<file path="src/rtl/core/pwli_pkg.sv">
// Package for the piecewise linear interpolation table.
// Holds sizes, command and register codes, and the beat and unit structs.
// No dependencies.
`timescale 1ns / 1ps
package pwli_pkg;

    localparam int TABLE_DEPTH = 1024;
    localparam int DATA_WIDTH  = 32;
    localparam int ADDR_W      = $clog2(TABLE_DEPTH);
    localparam int LEN_W       = 11;
    localparam int PROD_W      = 2 * DATA_WIDTH;
    localparam int CNT_W       = $clog2(PROD_W);

    localparam logic CMD_LOAD  = 1'b0;
    localparam logic CMD_QUERY = 1'b1;

    localparam logic REG_TABLE_LENGTH  = 1'b0;
    localparam logic REG_DEFAULT_VALUE = 1'b1;

    typedef struct packed {
        logic                          command;
        logic [ADDR_W-1:0]             entry_index;
        logic signed [DATA_WIDTH-1:0]  point_x;
        logic signed [DATA_WIDTH-1:0]  point_y;
        logic signed [DATA_WIDTH-1:0]  query_x;
        logic                          last_query;
    } t_in_item;

    typedef struct packed {
        logic signed [DATA_WIDTH-1:0]  value;
        logic                          out_of_range;
        logic                          batch_end;
    } t_out_item;

    // request to the serial multiply-divide unit: (mplier * mcand) / divisor
    typedef struct packed {
        logic                  start;
        logic [DATA_WIDTH-1:0] mplier;
        logic [DATA_WIDTH:0]   mcand;
        logic [DATA_WIDTH-1:0] divisor;
    } t_md_req;

    typedef struct packed {
        logic                  done;
        logic [DATA_WIDTH:0]   quo;
    } t_md_rsp;

endpackage

</file>
<file path="src/rtl/core/pwli_muldiv.sv">
// Serial unsigned multiply then restoring divide, one bit per cycle.
// Depends on pwli_pkg.
`timescale 1ns / 1ps
module pwli_muldiv (
    input  logic             i_clk,
    input  logic             i_rst_n,
    input  pwli_pkg::t_md_req i_req,
    output pwli_pkg::t_md_rsp o_rsp
);
    import pwli_pkg::*;

    typedef enum logic [1:0] {M_IDLE, M_MUL, M_DIV} t_mstate;

    t_mstate               r_state;
    logic [CNT_W-1:0]      r_cnt;
    logic [PROD_W-1:0]     r_prod;
    logic [DATA_WIDTH-1:0] r_mplier;
    logic [DATA_WIDTH:0]   r_mcand;
    logic [DATA_WIDTH-1:0] r_div;
    logic [DATA_WIDTH-1:0] r_rem;
    logic [DATA_WIDTH:0]   r_quo;
    logic                  r_done;

    logic [PROD_W-1:0]     n_prod;
    logic [DATA_WIDTH:0]   n_trial;

    always_comb begin
        n_prod  = {r_prod[PROD_W-2:0], 1'b0}
                + (r_mplier[DATA_WIDTH-1] ? PROD_W'(r_mcand) : '0);
        n_trial = {r_rem, r_prod[PROD_W-1]};
    end

    always_ff @(posedge i_clk) begin
        if (!i_rst_n) begin
            r_state <= M_IDLE;
            r_done  <= 1'b0;
            r_cnt   <= '0;
        end else begin
            // pulse done on the last divide step
            r_done <= (r_state == M_DIV) && (r_cnt == CNT_W'(PROD_W - 1));
            unique case (r_state)
                M_IDLE: begin
                    if (i_req.start) begin
                        r_prod   <= '0;
                        r_mplier <= i_req.mplier;
                        r_mcand  <= i_req.mcand;
                        r_div    <= i_req.divisor;
                        r_cnt    <= '0;
                        r_state  <= M_MUL;
                    end
                end
                M_MUL: begin
                    r_prod   <= n_prod;
                    r_mplier <= {r_mplier[DATA_WIDTH-2:0], 1'b0};
                    if (r_cnt == CNT_W'(DATA_WIDTH - 1)) begin
                        r_cnt   <= '0;
                        r_rem   <= '0;
                        r_quo   <= '0;
                        r_state <= M_DIV;
                    end else begin
                        r_cnt   <= r_cnt + 1'b1;
                    end
                end
                M_DIV: begin
                    // remainder stays below divisor, so the trial fits one extra bit
                    if (n_trial >= {1'b0, r_div}) begin
                        r_rem <= DATA_WIDTH'(n_trial - {1'b0, r_div});
                        r_quo <= {r_quo[DATA_WIDTH-1:0], 1'b1};
                    end else begin
                        r_rem <= n_trial[DATA_WIDTH-1:0];
                        r_quo <= {r_quo[DATA_WIDTH-1:0], 1'b0};
                    end
                    r_prod <= {r_prod[PROD_W-2:0], 1'b0};
                    r_cnt  <= r_cnt + 1'b1;
                    if (r_cnt == CNT_W'(PROD_W - 1)) begin
                        r_state <= M_IDLE;
                    end
                end
                default: r_state <= M_IDLE;
            endcase
        end
    end

    assign o_rsp.done = r_done;
    assign o_rsp.quo  = r_quo;
endmodule
</file>
<file path="config.mk">
export PLATFORM = sky130hd
export DESIGN_NAME = pwli_muldiv
export DESIGN_NICKNAME = d
export VERILOG_FILES = /design/src/rtl/core/pwli_pkg.sv /design/src/rtl/core/pwli_muldiv.sv
export SDC_FILE = /design/constraint.sdc
export NUM_CORES = 1
export LEC_CHECK = 0
export BUFFER_PORTS_ARGS = -buffer_cell sky130_fd_sc_hd__buf_2
export CORE_ASPECT_RATIO = 1.2
export CORE_MARGIN = 4
export CORE_UTILIZATION = 60
export CTS_CLUSTER_SIZE = 28
export DETAILED_ROUTE_END_ITERATION = 8
export HOLD_SLACK_MARGIN = 0.06
export PLACE_DENSITY_LB_ADDON = 0.15
export SYNTH_ARGS = -nofsm -noshare
export SYNTH_HDL_FRONTEND = slang
export SYNTH_SLANG_ARGS = --single-unit
</file>
<file path="constraint.sdc">
create_clock -name i_clk -period 5.6 [get_ports i_clk]
set_clock_uncertainty 0.15 [all_clocks]
set_input_delay 0.56 -clock i_clk [delete_from_list [all_inputs] [get_ports i_clk]]
set_output_delay 0.56 -clock i_clk [all_outputs]
set_load 0.005 [all_outputs]
</file>
==> run_results.csv <==
group,metric,value,unit
drt,totalWireLength,30000,um
synth,async_flop_share,0,
finish,finish.utilization,0.711,
finish,layout.nets,1610,
clock_network,clock_sinks,235,
clock_network,ctsResizeCount,0,
worst_setup_path,worstPathArrival,4.37,ns
finish,final_common_cell,"edfxtp_1",
clock_network,cts_made_buffers,25,
worst_setup_path,critPathMaxFanout,33,
clock_network,cts_setup_buffers,0,
worst_setup_path,cp.required,5.70,ns
global_routing,grt_pass1_wl,49700,um
timing,finalHoldViolations,0,
synth,syn_nets,1439,
synth,ys.flop_type,"edfxtp_1",
die,start_util,0.609,
finish,postLayoutCellArea,0.0159,sq mm
worst_setup_path,crit_start,"r_mplier[31]",
status,status,"completed",
drt,avgRoutedWirePerCell,17.3,um
placement,hpwl,20000,um
clock_network,cts_hold_buf,59,
placement,dpl_cell_area,0.0145,sq mm
synth,yosysWarnings,0,
clock_network,clock_latency,0.52,ns
worst_setup_path,crit_path_end_kind,"flop",
timing,fin_setup_tns,0,ns
synth,synth_edf_count,226,
power_and_ir_drop,p_leak,6.23,nW
finish,final_cell_mix,"226 x edfxtp_1, 133 x buf_2, 93 x nand2_1",
power_and_ir_drop,powerDensity,311,mW/mm^2
clock_network,clk_pin_slew,0.06,ns
drt,ant_nets,0,
min_path,hold_path_class,"in -> reg",
placement,place.gp.congestion,0.885,
die,die_w,146,um
synth,synth_seq_cells,235,
global_routing,grt_remaining_overflow,0,
timing,fin_crit,4.27,ns
drt,viasPerCell,5.90,
placement,dp_cells,1633,
timing,fin_ws,1.33,ns
global_routing,grt_max_degree,59,
worst_setup_path,endpoint,"r_prod[41]",
finish,drive_gt1_frac,0.162,
clock_network,h-tree-depth,1,
synth,avgSynthCellArea,10.7,sq um
timing,fin_crit_sh,0.762,
global_routing,antenna_found_initial,0,
clock_network,cts_tree,"done",
placement,port_buffers,133,
synth,syn_inst,1269,
synth,ys_types,71,
die,die_h,173,um
worst_setup_path,startpoint_type,"flop",
timing,setup_violations,0,
power_and_ir_drop,vdd_drop_max,264,uV
timing,rsz0062_at_grt,"false",
clock_network,cts_root_buffer,"clkbuf_16",
die,num_rows,60,
finish,stdcell_count,1738,
timing,timing.slew.headroom,0.198,
worst_setup_path,r2r_end,"r_prod[41]",
finish,area_growth_syn_to_layout,16.7,%
worst_setup_path,crit_type,"reg -> reg",
drt,drtIter0Drc,679,
worst_setup_path,r2r_cells,13,
die,io-pin-count,134,
job,max_cap_viol_count,0,
synth,seq_area_frac_synth,0.511,
drt,route.vias.total,10300,
timing,max_freq,0.234,GHz
placement,pre_cts_ws,1.44,ns
timing,slew_viol_final,0,
clock_network,cts_buffer_depth,3,
global_routing,grt_usage,0.233,
power_and_ir_drop,power.total,4.94,mW
die,die-area,0.0252,sq mm
timing,worst_slew_pin_slew,1.20,ns
drt,firstDrtPassIters,5,
drt,drc,0,
synth,syn-cell-area,0.0136,sq mm
die,core-area,0.0224,sq mm
timing,hold_slack,0.0784,ns
global_routing,grt_pass1_vias,10300,
worst_setup_path,rr_startpoint,"r_mplier[31]",
worst_setup_path,reg2reg_slack,1.33,ns
==> flip-flops by register name, summed over array words and instances, names as in the netlist <==
signal and count:
r_prod 64, r_mcand 33, r_quo 33, r_div 32, r_mplier 32, r_rem 32
r_cnt 6, r_state 2, r_done 1
==> logic make-up after synthesis <==
logic type	count (synthesis)	synth area share
flip-flops	235	0.511
multiplexers	63	0.0491
AO/OA/AOI/OAI	326	0.152
AND/OR/NAND/NOR	400	0.152
adder cells (fa/ha/maj)	70	0.0654
buffers and inverters	121	0.0352
XOR/XNOR	54	0.0347
==> where the power goes <==
group	internal [mW]	leakage [nW]	total, mW	switching, mW
registers	2.13	2.19	2.22	0.0864
clock network	0.954	0.396	1.64	0.685
logic	0.455	3.64	1.09	0.631
total	3.54	6.23	4.94	1.40
==> cells in the mapped netlist (23+ instances only) <==
cell type | number | area, sq um
nor2b_1 | 32 | 200
a21oi_1 | 75 | 375
ha_1 | 68 | 851
xnor2_1 | 34 | 298
a21o_1 | 23 | 173
nand3_1 | 41 | 205
nor2_1 | 74 | 278
and2_1 | 79 | 494
clkbuf_1 | 50 | 188
mux2i_1 | 32 | 320
nand2_1 | 93 | 349
inv_1 | 63 | 236
mux2_2 | 31 | 349
edfxtp_1 | 226 | 6790
o21ai_0 | 88 | 440
==> worst min-delay path by stage <==
stage,cells past startpoint,slack [ns],end,startpoint
detailed placement,2,0.34,r_done,r_cnt[5]
global placement,2,0.34,r_done,r_cnt[5]
finish,1,0.08,r_div[18],i_req[18]
floorplan,2,0.32,r_done,r_cnt[5]
global route,1,0.06,r_div[18],i_req[18]
CTS,1,0.06,r_div[19],i_req[19]
==> per-layer routing <==
metal / routed length, um / part of all wire / track usage
met4: 546 / 0.018 / 0.0586
met1: 12600 / 0.42 / 0.292
met2: 15300 / 0.51 / 0.425
met3: 1480 / 0.049 / 0.0333
met5: 0 / 0 / 0
==> critical path: stages (launching register included) <==
cell and delay [ns]:
edfxtp_1 0.93, and2_1 0.24, ha_1 0.18, inv_1 0.06, fa_1 0.40, nor2b_1 0.17, o2111ai_1 0.14, nand3_1 0.14
a21oi_2 0.10, o21a_1 0.28, nor3_1 0.41, o21ai_1 0.26, o311ai_0 0.41, o41ai_1 0.13
==> cell type report <==
type,count,area [sq um]
Clock buffer,27,633
Sequential cell,235,6970
Inverter,63,236
Tap cell,279,349
Multi-Input combinational cell,913,6210
Timing Repair Buffer,202,1330
Fill cell,1684,6470
Antenna cell,1,2.50
Clock inverter,18,169
No activity file was read; power rests on OpenSTA's default activity.
